$ cat src/hw/rtl/tpsw_pkg.sv
package tpsw_pkg;

    // width of the running time counter; the count saturates at 2^TIME_BITS-1,
    // never beyond the 32-bit elapsed field
    localparam int unsigned TIME_BITS = 32;
    localparam logic [31:0] TIME_CAP  = (TIME_BITS >= 32) ? 32'hFFFF_FFFF
                                      : 32'((64'd1 << TIME_BITS) - 64'd1);

    // hold counters and thresholds
    localparam int unsigned HOLD_BITS = 16;
    localparam logic [HOLD_BITS-1:0] HOLD_MAX = '1;

    // configuration register map
    localparam int unsigned CFG_IDX_BITS  = 1;
    localparam int unsigned CFG_DATA_BITS = 16;
    localparam logic [CFG_IDX_BITS-1:0] CFG_TRIGGER_HOLD = 1'b0;
    localparam logic [CFG_IDX_BITS-1:0] CFG_EXIT_HOLD    = 1'b1;

    localparam logic [HOLD_BITS-1:0] TRIGGER_HOLD_RST = 16'd500;
    localparam logic [HOLD_BITS-1:0] EXIT_HOLD_RST    = 16'd3000;

    // one tick of pad and button levels
    typedef struct packed {
        logic left_pad;
        logic right_pad;
        logic reset_button;
    } t_in_item;

    // per-tick status
    typedef struct packed {
        logic        running;
        logic [31:0] elapsed_ms;
        logic        stop_valid;
        logic [31:0] stopped_time_ms;
        logic        led_on;
        logic        exit_request;
        logic        redisplay;
    } t_out_item;

endpackage

$ cat src/hw/rtl/tpsw_core.sv
module tpsw_core (
    input  logic                              i_clk,
    input  logic                              i_rst_n,
    input  logic                              i_step,
    input  tpsw_pkg::t_in_item                i_item,
    input  logic [tpsw_pkg::HOLD_BITS-1:0]    i_trigger_hold,
    input  logic [tpsw_pkg::HOLD_BITS-1:0]    i_exit_hold,
    output tpsw_pkg::t_out_item               o_result
);

    logic                           r_is_running;
    logic [31:0]                    r_run_cnt;
    logic                           r_pads_armed;
    logic [tpsw_pkg::HOLD_BITS-1:0] r_pad_cnt;
    logic                           r_btn_armed;
    logic [tpsw_pkg::HOLD_BITS-1:0] r_btn_cnt;
    logic [2:0]                     r_prev_levels;
    logic                           r_lamp;
    logic [31:0]                    r_last_time;

    logic                           n_is_running;
    logic [31:0]                    n_run_cnt;
    logic                           n_pads_armed;
    logic [tpsw_pkg::HOLD_BITS-1:0] n_pad_cnt;
    logic                           n_btn_armed;
    logic [tpsw_pkg::HOLD_BITS-1:0] n_btn_cnt;
    logic                           n_lamp;
    logic [31:0]                    n_last_time;

    logic [2:0] levels;
    logic [2:0] changed;
    logic       stop_now;
    logic       exit_now;
    logic       redraw;

    assign levels  = {i_item.reset_button, i_item.right_pad, i_item.left_pad};
    assign changed = levels ^ r_prev_levels;

    // counting, then pad handler, then button handler
    always_comb begin
        n_is_running = r_is_running;
        n_run_cnt    = r_run_cnt;
        n_pads_armed = r_pads_armed;
        n_pad_cnt    = r_pad_cnt;
        n_btn_armed  = r_btn_armed;
        n_btn_cnt    = r_btn_cnt;
        n_lamp       = r_lamp;
        n_last_time  = r_last_time;
        stop_now     = 1'b0;
        exit_now     = 1'b0;
        redraw       = 1'b0;

        // saturating counters
        if (r_is_running && (r_run_cnt < tpsw_pkg::TIME_CAP)) begin
            n_run_cnt = r_run_cnt + 32'd1;
        end
        if (r_pads_armed && (r_pad_cnt != tpsw_pkg::HOLD_MAX)) begin
            n_pad_cnt = r_pad_cnt + tpsw_pkg::HOLD_BITS'(1);
        end
        if (r_btn_armed && (r_btn_cnt != tpsw_pkg::HOLD_MAX)) begin
            n_btn_cnt = r_btn_cnt + tpsw_pkg::HOLD_BITS'(1);
        end

        // pad level change
        if (changed[0] || changed[1]) begin
            if (!r_pads_armed) begin
                if (levels[0] && levels[1]) begin
                    n_pads_armed = 1'b1;
                    n_pad_cnt    = '0;
                end
            end else if (!levels[0] || !levels[1]) begin
                if (r_is_running) begin
                    n_pads_armed = 1'b0;
                    n_is_running = 1'b0;
                    n_last_time  = n_run_cnt;
                    n_run_cnt    = '0;
                    stop_now     = 1'b1;
                end else if (n_pad_cnt >= i_trigger_hold) begin
                    n_pads_armed = 1'b0;
                    n_is_running = 1'b1;
                    n_run_cnt    = '0;
                end
            end
        end

        // reset button level change, release ignored while timing
        if (changed[2]) begin
            if (levels[2]) begin
                n_lamp      = 1'b1;
                n_btn_armed = 1'b1;
                n_btn_cnt   = '0;
            end else if (!n_is_running && n_btn_armed) begin
                if ((n_btn_cnt >= i_trigger_hold) && (n_btn_cnt < i_exit_hold)) begin
                    n_lamp       = 1'b0;
                    n_btn_armed  = 1'b0;
                    redraw       = 1'b1;
                    n_is_running = 1'b0;
                    n_run_cnt    = '0;
                end else if (n_btn_cnt >= i_exit_hold) begin
                    n_lamp      = 1'b0;
                    n_btn_armed = 1'b0;
                    exit_now    = 1'b1;
                end
            end
        end
    end

    // status for this tick
    always_comb begin
        o_result.running         = n_is_running;
        o_result.elapsed_ms      = n_is_running ? n_run_cnt : 32'd0;
        o_result.stop_valid      = stop_now;
        o_result.stopped_time_ms = n_last_time;
        o_result.led_on          = n_lamp;
        o_result.exit_request    = exit_now;
        o_result.redisplay       = redraw;
    end

    // state commits when a tick is processed
    always_ff @(posedge i_clk) begin
        if (!i_rst_n) begin
            r_is_running  <= 1'b0;
            r_run_cnt     <= '0;
            r_pads_armed  <= 1'b0;
            r_pad_cnt     <= '0;
            r_btn_armed   <= 1'b0;
            r_btn_cnt     <= '0;
            r_prev_levels <= '0;
            r_lamp        <= 1'b0;
            r_last_time   <= '0;
        end else if (i_step) begin
            r_is_running  <= n_is_running;
            r_run_cnt     <= n_run_cnt;
            r_pads_armed  <= n_pads_armed;
            r_pad_cnt     <= n_pad_cnt;
            r_btn_armed   <= n_btn_armed;
            r_btn_cnt     <= n_btn_cnt;
            r_prev_levels <= levels;
            r_lamp        <= n_lamp;
            r_last_time   <= n_last_time;
        end
    end

endmodule

$ cat src/hw/rtl/two_pad_stopwatch_control.sv
// Two-pad stopwatch control. Each input transaction is one millisecond tick
// carrying the two pad levels and the reset button level; each tick yields
// exactly one status transaction (running flag, elapsed time, stop event with
// the measured time, lamp, exit request, redisplay). The block takes one tick
// per clock cycle while o_in_ready is high: a tick is captured in an input
// register, evaluated against the stopwatch state in one pass, and the status
// lands in a result register; both stages advance whenever the result register
// is empty or being taken, so back-pressure on the output stalls the input
// only once both stages are full. Hold thresholds are set through the write
// port: index 0 is the trigger hold (reset 500 ms), index 1 the exit hold
// (reset 3000 ms); write them only while no tick is in flight.
module two_pad_stopwatch_control (
    input  logic                                  i_clk,
    input  logic                                  i_rst_n,
    input  logic                                  i_in_valid,
    output logic                                  o_in_ready,
    input  tpsw_pkg::t_in_item                    i_in_data,
    output logic                                  o_out_valid,
    input  logic                                  i_out_ready,
    output tpsw_pkg::t_out_item                   o_out_data,
    input  logic                                  i_cfg_we,
    input  logic [tpsw_pkg::CFG_IDX_BITS-1:0]     i_cfg_idx,
    input  logic [tpsw_pkg::CFG_DATA_BITS-1:0]    i_cfg_data
);

    logic                           r_in_valid;
    tpsw_pkg::t_in_item             r_in_item;
    logic                           r_out_valid;
    tpsw_pkg::t_out_item            r_out_item;
    logic [tpsw_pkg::HOLD_BITS-1:0] r_trigger_hold;
    logic [tpsw_pkg::HOLD_BITS-1:0] r_exit_hold;

    logic                advance;
    logic                step;
    tpsw_pkg::t_out_item result;

    assign advance     = !r_out_valid || i_out_ready;
    assign step        = advance && r_in_valid;
    assign o_in_ready  = !r_in_valid || advance;
    assign o_out_valid = r_out_valid;
    assign o_out_data  = r_out_item;

    // configuration registers
    always_ff @(posedge i_clk) begin
        if (!i_rst_n) begin
            r_trigger_hold <= tpsw_pkg::TRIGGER_HOLD_RST;
            r_exit_hold    <= tpsw_pkg::EXIT_HOLD_RST;
        end else if (i_cfg_we) begin
            unique case (i_cfg_idx)
                tpsw_pkg::CFG_TRIGGER_HOLD: begin
                    r_trigger_hold <= i_cfg_data[tpsw_pkg::HOLD_BITS-1:0];
                end
                tpsw_pkg::CFG_EXIT_HOLD: begin
                    r_exit_hold <= i_cfg_data[tpsw_pkg::HOLD_BITS-1:0];
                end
                default: begin
                end
            endcase
        end
    end

    // input stage
    always_ff @(posedge i_clk) begin
        if (!i_rst_n) begin
            r_in_valid <= 1'b0;
        end else if (o_in_ready) begin
            r_in_valid <= i_in_valid;
        end
    end

    always_ff @(posedge i_clk) begin
        if (o_in_ready && i_in_valid) begin
            r_in_item <= i_in_data;
        end
    end

    // stopwatch state and per-tick evaluation
    tpsw_core u_core (
        .i_clk          (i_clk),
        .i_rst_n        (i_rst_n),
        .i_step         (step),
        .i_item         (r_in_item),
        .i_trigger_hold (r_trigger_hold),
        .i_exit_hold    (r_exit_hold),
        .o_result       (result)
    );

    // result stage
    always_ff @(posedge i_clk) begin
        if (!i_rst_n) begin
            r_out_valid <= 1'b0;
        end else if (advance) begin
            r_out_valid <= r_in_valid;
        end
    end

    always_ff @(posedge i_clk) begin
        if (step) begin
            r_out_item <= result;
        end
    end

endmodule

$ cat config.mk
export PLATFORM = sky130hd
export DESIGN_NAME = two_pad_stopwatch_control
export DESIGN_NICKNAME = d
export VERILOG_FILES = /design/src/hw/rtl/tpsw_pkg.sv /design/src/hw/rtl/tpsw_core.sv /design/src/hw/rtl/two_pad_stopwatch_control.sv
export SDC_FILE = /design/constraint.sdc
export NUM_CORES = 1
export LEC_CHECK = 0
export BUFFER_PORTS_ARGS = -buffer_cell sky130_fd_sc_hd__clkbuf_2
export CORE_UTILIZATION = 55
export CTS_CLUSTER_DIAMETER = 100
export DETAILED_ROUTE_END_ITERATION = 10
export GPL_TIMING_DRIVEN = 0
export PLACE_DENSITY = 0.81
export SETUP_SLACK_MARGIN = 0.15
export SKIP_CTS_REPAIR_TIMING = 1
export SLEW_MARGIN = 20
export SYNTH_ARGS = -nofsm -noshare
export SYNTH_HDL_FRONTEND = slang
export SYNTH_SLANG_ARGS = --single-unit
export TNS_END_PERCENT = 50
$ cat constraint.sdc
create_clock -name i_clk -period 4.3 [get_ports i_clk]
set_input_delay 0.645 -clock i_clk [delete_from_list [all_inputs] [get_ports i_clk]]
set_output_delay 0.645 -clock i_clk [all_outputs]
set_load 0.01 [all_outputs]
Word-level counts from Yosys, hierarchy flattened
Index checks and enable logic that the tools add are counted.
{ "word_totals": {"register_bits": 209, "input_bits": 25, "output_inout_bits": 71, "wordCells": 110} }
{ "op_classes": {"addsub": 3, "order_cmp": 5, "eq_ne": 2, "mux": 47, "bitwise": 4, "reduce_logical": 26} }
{ "op_table": {"columns": ["cell", "n"], "rows": [
  ["$mux W32", 14],
  ["$mux W16", 7],
  ["$ge A16 B16 Y1", 3],
  ["$add A16 B1 Y16 const B", 2],
  ["$add A32 B1 Y32 const B", 1],
  ["$lt A32 B32 Y1 const B", 1],
  ["$ne A16 B16 Y1 const B", 2],
  ["$mux W1", 26],
  ["$lt A16 B16 Y1", 1],
  ["$logic_and A1 B1 Y1", 8],
  ["$reduce_and A2 Y1", 3],
  ["$logic_not A1 Y1", 5],
  ["$logic_or A1 B1 Y1", 4],
  ["$reduce_and A4 Y1", 1],
  ["$reduce_or A4 Y1", 1],
  ["$not A1 Y1", 3],
  ["$reduce_and A3 Y1", 1],
  ["$reduce_bool A3 Y1", 1],
  ["$reduce_or A3 Y1", 1],
  ["$xor A3 B3 Y3", 1],
  ["$reduce_bool A2 Y1", 1]
]} }

Logic depth before layout (Yosys ltp)
Gate-level depths: netlist of run 1.
{ "logic_depth": {"word_depth": 14, "ltp_mapped": 16, "depth_no_buf": 15} }

By module
A second synthesis of run 1 with hierarchy kept.
{ "unflattened": {"hier_cells": 1150, "hier_area_um2": 10475.0} }
{ "modules_own_cells": {"columns": ["mod", "instances", "cells_each", "area_per_inst_um2", "seq_area_each_um2"], "rows": [
  ["tpsw_core", 1, 931, 6950.4, 2062.0],
  ["two_pad_stopwatch_control", 1, 219, 3524.6, 2842.7]
]} }

Worst setup path before layout of run 1
No wires, ideal clock.
{ "synth_path": {"kind": "input to register", "start": "input i_out_ready", "end": "register u_core.r_btn_cnt[12] (netlist name)", "setup_time_ps": 128, "t_arrival_ps": 3665, "t_required_ps": 4172, "setup_slack_ps": 508, "path_stages": 7, "path_buffers": 1, "path_cell_list": "nor2b_1 nand2b_1 inv_1 clkbuf_1 o21ai_0 a22oi_1 nor2_1"} }
{ "synth_via": {"elab_chain_len": 2} }
{ "synth_rtl": {"columns": ["element", "line_no", "source"], "rows": [
  ["start, declared", "two_pad_stopwatch_control.sv:19", "input logic i_out_ready,"],
  ["$logic_or A1 B1 Y1", "two_pad_stopwatch_control.sv:37", "assign advance = !r_out_valid || i_out_ready;"],
  ["$logic_and A1 B1 Y1", "two_pad_stopwatch_control.sv:38", "assign step = advance && r_in_valid;"],
  ["net step", "two_pad_stopwatch_control.sv:34", "logic step;"],
  ["end signal, assigned", "tpsw_core.sv:137", "r_btn_cnt <= n_btn_cnt;"],
  ["end, declared", "tpsw_core.sv:16", "logic [tpsw_pkg::HOLD_BITS-1:0] r_btn_cnt;"]
]} }
The timed path passes the listed nets, and every way through them passes these cells.
A chain may end at the register's enable or synchronous reset.

Worst setup path after layout of run 1
{ "layout_path": {"start": "register u_core.r_btn_cnt[5] (netlist name)", "end": "register u_core.r_run_cnt[24]"} }
{ "layout_via": {"elab_chain_len": 9, "elab_cells_between_ends": 11, "cone_classes": "add/sub: 1; order compare: 2; eq/ne: 1; mux: 5; reduce/logical: 2"} }
{ "layout_rtl": {"columns": ["element", "line_no", "source"], "rows": [
  ["branches (longest 2 deep; another with $add A16 B1 Y16)", null, null],
  ["$mux W16 *", "tpsw_core.sv:60", "if (r_btn_armed && (r_btn_cnt != tpsw_pkg::HOLD_MAX)) begin"],
  ["$ge A16 B16 Y1 or $lt A16 B16 Y1 (tied branches)", "tpsw_core.sv:93", "if ((n_btn_cnt >= i_trigger_hold) && (n_btn_cnt < i_exit_hold)) begin"],
  ["$logic_and A1 B1 Y1 *", "tpsw_core.sv:93", null],
  ["$mux W32 *", "tpsw_core.sv:93", null],
  ["$mux W32 *", "tpsw_core.sv:92", "end else if (!n_is_running && n_btn_armed) begin"],
  ["$mux W32 *", "tpsw_core.sv:88", "if (levels[2]) begin"],
  ["$mux W32 *", "tpsw_core.sv:87", "if (changed[2]) begin"],
  ["end signal, assigned", "tpsw_core.sv:133", "r_run_cnt <= n_run_cnt;"],
  ["end, declared", "tpsw_core.sv:12", "logic [31:0] r_run_cnt;"]
]} }
Every way passes the cells marked *.

==> results of run 1 <==
[metrics by stage]
step                      setup TNS [ps]  setup WS [ps]  cell area [um^2]  util, %  hold slack (ps)
after floorplan                        0            508             10200        -              436
after global routing                   0           13.6             11900     66.3              301
after detailed placement          -11990           -486             11000     60.8              450
final                                  0            221             11900     66.3              309
after CTS                         -15550           -594             11700     64.7              296
after global placement            -39740           -714             10900     60.6              444
[worst max-delay path: cells and delay by family, from the launching register on]
| kind | cells | cell delay, ps |
|---|---|---|
| adders and majority gates | 1 | 310 |
| DFF | 1 | 300 |
| and+or+nand+nor | 5 | 1020 |
| AOI/OAI and AO/OA | 6 | 1230 |
| xor gates and xnor gates | 1 | 250 |
| buffers and inverters | 5 | 850 |
[final timing paths]
| path | slack (ps) | to | cells past startpoint | start |
|---|---|---|---|---|
| worst max-delay path | 220 | u_core.r_run_cnt[24] | 18 | u_core.r_btn_cnt[5] |
| worst min-delay path | 310 | r_in_item[2] | 1 | i_in_data[2] |
| worst max register to register | 220 | u_core.r_run_cnt[24] | 18 | u_core.r_btn_cnt[5] |
| worst min register to register | 460 | r_exit_hold[14] | 2 | r_exit_hold[14] |
[layer usage]
layer / share of wire, % / up-vias / wire length [um]
met2: 48 / 376 / 12300
met5: 0 / - / 0
met4: 3.7 / 0 / 943
met3: 7.6 / 80 / 1960
met1: 41 / 4213 / 10600
li1: - / 4313 / -
[synthesized netlist by cell type, types with 2 or more instances]
cell         n
a211oi_1     6
a21o_1       6
a21oi_1     87
a22o_1       7
a22oi_1      6
a311oi_1     3
a31oi_1     12
and2_1       8
and3_1      10
and4_1      11
buf_1        2
buf_2        4
clkbuf_1    52
dfxtp_1    137
edfxtp_1    72
ha_1        51
inv_1       48
nand2_1    182
nand2b_1    11
nand3_1     26
nand4_1     27
nor2_1      81
nor2b_1      8
nor3_1      21
nor4_1       8
nor4b_1      2
o2111ai_1    2
o211a_1      2
o211ai_1    18
o21a_1       2
o21ai_0    116
o21ai_1      6
o21bai_1     2
o221ai_1     2
o22ai_1      2
o31ai_1      8
or2_2        2
or3_1        9
xnor2_1     31
xnor2_2      4
xor2_1      27
[cells by family (layout without fill, tap and decap cells)]
kind of cell,after synthesis,after routing,synth area share [%]
AOI/OAI and AO/OA,295,295,17.0
xor gates and xnor gates,62,62,5.63
adders and majority gates,51,51,6.27
buffers and inverters,106,254,3.96
DFF,209,209,48.2
muxes,2,2,0.209
other,0,1,0
and+or+nand+nor,411,411,18.7
[registers in the layout, summed over array words and instances (netlist names)]
register / flops
o_out_data: 69
o_out_valid: 1
r_exit_hold: 16
r_in_item: 3
r_in_valid: 1
r_trigger_hold: 16
u_core.r_btn_armed: 1
u_core.r_btn_cnt: 16
u_core.r_is_running: 1
u_core.r_lamp: 1
u_core.r_last_time: 32
u_core.r_pad_cnt: 16
u_core.r_pads_armed: 1
u_core.r_prev_levels: 3
u_core.r_run_cnt: 32
[power breakdown]
| group | total [mW] | switching (mW) | internal, mW |
|---|---|---|---|
| sequential | 2.12 | 0.0232 | 2.09 |
| clock | 1.87 | 0.787 | 1.08 |
| combinational | 0.296 | 0.201 | 0.0951 |
| total | 4.28 | 1.01 | 3.27 |
[final cells by class]
class	count	area (um^2)	share of cell area, %
Buffer	58	248	2.07
Clock inverter	14	135	1.13
Sequential cell	209	4910	41.1
Clock buffer	26	576	4.82
Multi-Input combinational cell	821	5020	42.0
Inverter	48	180	1.51
Antenna cell	1	2.50	0.0209
Timing Repair Buffer	108	596	4.98
Tap cell	229	287	2.40
==> flow_summary.json, run 1 <==
{
  "tightest_slew_ps": 989,
  "grt_first_pass_wirelength_mm": 40.5,
  "cts_sinks": 209,
  "cp.required_ps": 4700,
  "max_stage_delay_ps": 400,
  "dominantRegCellSynth": "dfxtp_1",
  "port_buffers": 94,
  "nets": 1344,
  "endpoint_kind": "register",
  "skew_ps": 16.3,
  "final_cell_count_no_fill": 1514,
  "viasPerCell": 5.93,
  "grt_util_met3_pct": 4.13,
  "timing.critical_path.mode_cell": "buf_4",
  "setup_violations": 0,
  "ant_nets": 0,
  "final_max_slew_viol_count": 0,
  "cp-start-kind": "register",
  "final_common_cell": "nand2_1",
  "dr.pass1.iters": 5,
  "ys_seq_elements": 209,
  "h-tree-depth": 1,
  "ir_drop_uv": 318,
  "leakage_nw": 4.55,
  "initial_core_util_pct": 56.4,
  "antenna_found_initial": 2,
  "ys_warn_count": 0,
  "post_drt_wl_per_cell_um": 17.0,
  "drt-total-wl_mm": 25.8,
  "maxCapViolations": 0,
  "grt_usage_pct": 27.0,
  "crit_slowest_cell": "or3_4",
  "synthCells": 1136,
  "core-area_um2": 18000,
  "crit_type": "register to register",
  "area_delta_synth_final_pct": 17.5,
  "hold_path.class": "primary input to register",
  "synth_area_per_cell_um2": 8.95,
  "synth-edff-count": 72,
  "ys_seq_area_share_pct": 48.2,
  "period_minus_slack_ps": 4080,
  "dieArea_um2": 19000,
  "synth_top_area_share_pct": 27.0,
  "crit_chain": "clkbuf_4 -> and4_4 -> nand4_1 -> o2111ai_4 -> or3_4 -> buf_4 -> xnor2_1 -> ha_1 -> nand4_1 -> buf_4 -> nor2_1 -> a22oi_1 -> o2111ai_2 -> o41ai_4 -> buf_4 -> buf_4 -> o21ai_0 -> a22o_1",
  "final_hold_viol_count": 0,
  "synthTopCellsByArea": "dfxtp_1 27%, edfxtp_1 21%, nand2_1 6.7%",
  "clock_latency_ps": 520,
  "synthesis.nets": 1212,
  "max_freq_ghz": 0.245,
  "root_buffer": "clkbuf_16",
  "grt_pass1_vias": 8264,
  "io_pins": 96,
  "rsz0062_at_grt": "yes",
  "max_slew_margin_pct": 33.6,
  "clk_pin_slew_worst_paths_ps": 70,
  "cts_tree": "done",
  "fp-row-count": 49,
  "die_w_um": 138,
  "status": "completed",
  "async_reset_ff_share_pct": 0,
  "place_hpwl_mm": 18.4,
  "synth_largest_area_cell": "dfxtp_1",
  "grt_util_met2_pct": 45.0,
  "drtIter0Drc": 663,
  "finalCritPeriodShare_pct": 94.9,
  "num-fill-cells": 1466,
  "crit_path_max_fanout": 10,
  "dr_total_vias": 8982,
  "chipHeight_um": 138,
  "worst_ep_arrival_time_ps": 4480,
  "powerDensity_nw_per_um2": 358,
  "drc_errors": 0,
  "grt_max_degree": 56,
  "synth_area_um2": 10200,
  "dp_cells": 1460,
  "layout-drive-gt1-share_pct": 14.9,
  "layout_common_cells": "182 x nand2_1, 133 x dfxtp_1, 112 x o21ai_0, 96 x clkbuf_2, 87 x a21oi_1",
  "grtUsageMet1_pct": 35.0,
  "numCtsBuffers": 22,
  "finalPower_mw": 4.28,
  "gp_congestion": 0.937,
  "synth_cell_types": 56,
  "cts_buffer_depth": 3,
  "grt_overflow_total": 0,
  "grt_busiest_layer": "met2"
}
(Power assumes the default switching activity.)
==> inputs of run 2 (changes only) <==
==> constraint.sdc (replaced) <==
create_clock -name i_clk -period 4.9 [get_ports i_clk]
set_input_delay 0.245 -clock i_clk [delete_from_list [all_inputs] [get_ports i_clk]]
set_output_delay 0.245 -clock i_clk [all_outputs]
set_load 0.01 [all_outputs]
==> run 2 against run 1 <==
  * The flow now finishes with violations (negative hold slack)
  * Sequential cell count is the same
  * Clock skew rose by 0.67 ps
  * Combinational power shrank 12%
  * Sequential share of layout area grew 0.33 points
  * Sequential power is 12% lower
  * Routed wire length down 1.9%
  * Setup slack gained 230 ps
  * Critical endpoint unchanged
  * Highest routed layer unchanged
==> flow_summary.json, run 2 (same netlist as run 1, synthesis figures left out) <==
{
  "rsz0062_at_grt": "no",
  "cp.required_ps": 5360,
  "final_hold_viol_count": 9,
  "grt_first_pass_wirelength_mm": 40.5,
  "max_slew_margin_pct": 32.1,
  "clock_latency_ps": 520,
  "antenna_found_initial": 2,
  "tightest_slew_ps": 1010,
  "ant_nets": 0,
  "die_w_um": 138,
  "setup_tns_ps": 0,
  "cts_tree": "done",
  "worst_ep_arrival_time_ps": 4910,
  "dp_cells": 1460,
  "status": "finished, violations left",
  "grt_overflow_total": 0,
  "layout-drive-gt1-share_pct": 12.0,
  "hold_slack_ps": -22.3,
  "cp-start-kind": "register",
  "endpoint_kind": "register",
  "final_common_cell": "nand2_1",
  "place_ws_ps": 114,
  "core-area_um2": 18000,
  "setup_violations": 0,
  "io_pins": 96,
  "fp-row-count": 49,
  "port_buffers": 94,
  "powerDensity_nw_per_um2": 317,
  "post_drt_wl_per_cell_um": 16.7,
  "cts_sinks": 209,
  "finalPower_mw": 3.75,
  "area_delta_synth_final_pct": 16.4,
  "drc_errors": 0,
  "numCtsBuffers": 22,
  "dr_total_vias": 8915,
  "dr.pass1.iters": 5,
  "maxCapViolations": 0,
  "dieArea_um2": 19000,
  "leakage_nw": 4.50,
  "chipHeight_um": 138,
  "max_freq_ghz": 0.225,
  "worst_slack_ps": 447,
  "crit_type": "register to register",
  "period_minus_slack_ps": 4450,
  "violations": "negative hold slack",
  "viasPerCell": 5.89,
  "hold_path.class": "primary input to register",
  "nets": 1344,
  "drtIter0Drc": 646,
  "final_max_slew_viol_count": 0,
  "grt_pass1_vias": 8264,
  "layout_common_cells": "182 x nand2_1, 137 x dfxtp_1, 116 x o21ai_0, 98 x clkbuf_2, 87 x a21oi_1",
  "drt-total-wl_mm": 25.3,
  "place_hpwl_mm": 18.4,
  "cts_buffer_depth": 3,
  "ir_drop_uv": 285,
  "grt_max_degree": 56,
  "root_buffer": "clkbuf_16",
  "final_cell_count_no_fill": 1514,
  "clk_pin_slew_worst_paths_ps": 70,
  "h-tree-depth": 1,
  "skew_ps": 16.9,
  "grt_usage_pct": 27.0,
  "initial_core_util_pct": 56.4,
  "largest_register_ffs": 69,
  "gp_congestion": 0.937,
  "finalCritPeriodShare_pct": 90.9,
  "crit_path_max_fanout": 8
}
==> run 2: metrics by stage <==
stage / util, % / hold WS, ps / area [um^2]
after floorplan: - / 344 / 10200
after global placement: 60.6 / 424 / 10900
after detailed placement: 60.8 / 426 / 11000
after CTS: 64.7 / -104 / 11700
after global routing: 65.7 / 2.01 / 11800
final: 65.7 / -22.3 / 11800
==> run 2: worst max-delay path, stage by stage, from the launching register on <==
cell,delay [ps]
dfxtp_1,310
clkbuf_1,290
and4_1,310
nand4_1,230
o2111ai_2,330
or3_1,240
nor2_1,110
xor2_2,180
ha_1,340
nand4_1,160
nor4_2,400
a21bo_2,280
o2111ai_1,280
o41ai_4,190
nor2_1,510
a22o_1,240
==> run 2: power by group <==
group / total (mW) / internal, mW / switching (mW) / leakage [nW]
sequential: 1.86 / 1.84 / 0.0198 / 1.77
clock: 1.64 / 0.949 / 0.690 / 0.333
combinational: 0.260 / 0.0862 / 0.174 / 2.40
==> run 2: per-layer routing <==
metal	track usage [%]	up-vias	part of all wire [%]
met3	4.13	73	7.2
li1	-	4318	-
met4	11.0	0	3.5
met2	45.0	392	47
met1	35.0	4132	42
met5	0	-	0
==> run 2: layout make-up <==
cell class	count	area, um^2
diodes	1	2.50
plain buffers	58	231
clock buffers	26	576
clock inverters	14	135
fillers	1499	6180
inverters	48	180
multi-input cells	821	4900
flip-flops and latches	209	4900
well taps	229	287
repair buffers	108	626
==> run 2: worst paths after layout <==
| check | start | to | slack (ps) | cells after the start |
|---|---|---|---|---|
| max | u_core.r_btn_cnt[5] | u_core.r_run_cnt[24] | 450 | 15 |
| min reg2reg | r_exit_hold[14] | r_exit_hold[14] | 460 | 2 |
| min | i_cfg_data[1] | r_exit_hold[1] | -20 | 3 |
| max reg2reg | u_core.r_btn_cnt[5] | u_core.r_run_cnt[24] | 450 | 15 |
==> inputs of run 3 (changes only) <==
CORE_MARGIN = 4   (was not set)
==> run 3 against run 2 <==
  * The run still ends with negative hold slack left
  * Register-to-register slack about the same
  * Sequential cell count did not move
  * Clock skew rose by 8.3 ps
  * Sequential power is essentially flat
  * Hold slack improved by 7.3 ps
  * Total power rose by 0.75%
  * Combinational power about the same
  * Critical path type unchanged
  * Largest power group unchanged
  * Highest routed layer unchanged
==> flow_summary.json, run 3 (same netlist as run 1, synthesis figures left out) <==
{
  "status": "finished, violations left",
  "violations": "negative hold slack",
  "layout-drive-gt1-share_pct": 12.6,
  "powerDensity_nw_per_um2": 318,
  "hold_path.class": "primary input to register",
  "place_hpwl_mm": 18.5,
  "switchingPower_uw": 877,
  "max_freq_ghz": 0.225,
  "clk_pin_slew_worst_paths_ps": 60,
  "die_w_um": 144,
  "p_int_mw": 2.91,
  "netSwitchingFraction_pct": 23.2,
  "crit_type": "register to register",
  "nets": 1350,
  "io_pins": 96,
  "grt_overflow_total": 0,
  "ir_drop_uv": 276,
  "post_drt_wl_per_cell_um": 16.8,
  "antenna_found_initial": 0,
  "numCtsBuffers": 22,
  "final_cell_count_no_fill": 1519,
  "cp-start-kind": "register",
  "area_delta_synth_final_pct": 17.0,
  "grt_first_pass_wirelength_mm": 40.4,
  "cts_sinks": 209,
  "leakage_nw": 4.56,
  "max_slew_margin_pct": 40.8,
  "layout_common_cells": "182 x nand2_1, 137 x dfxtp_1, 116 x o21ai_0, 97 x clkbuf_2, 87 x a21oi_1",
  "drtIter0Drc": 742,
  "seqPwrFrac_pct": 49.1,
  "ff2ff_path_depth": 17,
  "core-area_um2": 18100,
  "pwr-share-clk_pct": 44.0,
  "final_area_um2": 11900,
  "dieArea_um2": 20700,
  "port_buffers": 94,
  "maxCapViolations": 0,
  "grt_usage_pct": 24.1,
  "finalCritPeriodShare_pct": 90.8,
  "dr.pass1.iters": 5,
  "initial_core_util_pct": 56.2,
  "skew_ps": 25.2,
  "chipHeight_um": 144,
  "antennaDiodeCount": 0,
  "h-tree-depth": 1,
  "cts_buffer_depth": 3,
  "final_max_slew_viol_count": 0,
  "viasPerCell": 5.82,
  "final_hold_viol_count": 2,
  "placed_area_um2": 11000,
  "cp.required_ps": 5330,
  "grt_busiest_layer": "met2",
  "period_minus_slack_ps": 4450,
  "cts_tree": "done",
  "worst_ep_arrival_time_ps": 4880,
  "critPathBufInv": 3,
  "grt_util_met2_pct": 40.5,
  "grt_util_met3_pct": 3.90,
  "setup_tns_ps": 0,
  "grtUsageMet1_pct": 31.7,
  "grt_max_degree": 43,
  "crit_slowest_cell": "nor4_2",
  "finalPower_mw": 3.78,
  "grt_pass1_vias": 8032,
  "rsz0062_at_grt": "yes",
  "fp-row-count": 49,
  "path_delay_family": "simple AND/OR/NAND/NOR gates",
  "max_stage_delay_ps": 400,
  "tightest_slew_ps": 881,
  "gp_congestion": 0.934,
  "setup_violations": 0,
  "drt-total-wl_mm": 25.4,
  "dp_cells": 1460,
  "whs_path_depth": 3,
  "hold_slack_ps": -15.0,
  "comb_power_share_pct": 7.0,
  "final_common_cell": "nand2_1",
  "dr_total_vias": 8848,
  "drc_errors": 0,
  "clock_latency_ps": 520,
  "root_buffer": "clkbuf_16",
  "cp_num_cells": 17,
  "crit_path_max_fanout": 10,
  "crit_chain": "clkbuf_1 -> and4_1 -> nand4_1 -> o2111ai_1 -> nor2_1 -> nand4_1 -> xnor2_1 -> ha_1 -> nand4_1 -> nor4_2 -> a21bo_2 -> o2111ai_1 -> o41ai_4 -> buf_4 -> or2_1 -> clkbuf_2 -> o21ai_0",
  "ant_nets": 0,
  "timing.critical_path.mode_cell": "nand4_1",
  "largest_register_ffs": 69,
  "endpoint_kind": "register"
}
run 3: cell count changes in the layout (fill, tap and decap cells not counted), moves of 2 or more:
cell / delta
clkinvlp_4: -3
clkbuf_8: +3
clkinv_2: +5
dlygate4sd3_1: +2
clkinv_1: -5
buf_4: +4
run 3: final timing paths:
path	slack, ps	from	endpoint
min	-20	i_cfg_data[13]	r_exit_hold[13]
min reg2reg	450	r_trigger_hold[15]	r_trigger_hold[15]
max	450	u_core.r_btn_cnt[5]	u_core.r_run_cnt[26]
max reg2reg	450	u_core.r_btn_cnt[5]	u_core.r_run_cnt[26]
run 3: through the flow:
| stage | utilization (%) | setup WS [ps] |
|---|---|---|
| after global routing | 65.8 | 141 |
| after global placement | 60.4 | 201 |
| after detailed placement | 60.5 | 115 |
| after CTS | 64.6 | 62.0 |
| final | 65.8 | 451 |
| after floorplan | - | 1170 |
run 3: area by class of cell:
cell class | instances | area [um^2]
Tap cell | 229 | 287
Timing Repair Buffer | 114 | 668
Multi-Input combinational cell | 821 | 4890
Fill cell | 1433 | 6190
Clock inverter | 11 | 95.1
Sequential cell | 209 | 4900
Clock buffer | 29 | 642
Buffer | 58 | 230
Inverter | 48 | 180
run 3: tightest hold or removal path: stages:
cell and delay [ps]:
clkbuf_2 90, nand2_1 50, a21oi_1 50
run 3: metal layers:
layer  share of wire (%)  wire length, um
met4                 3.4              860
met1                  42            10700
met5                   0                0
met2                  47            12100
met3                 7.1             1800
run 3: power groups by stage:
| stage | clock, mW | sequential [mW] | combinational, mW |
|---|---|---|---|
| 2_1_floorplan | 0 | 1.91 | 0.136 |
| 3_3_place_gp | 0 | 1.90 | 0.236 |
| 3_5_place_dp | 0 | 1.89 | 0.245 |
| 4_1_cts | 1.69 | 1.86 | 0.246 |
| 5_1_grt | 1.76 | 1.86 | 0.291 |
| 6_report | 1.66 | 1.86 | 0.263 |
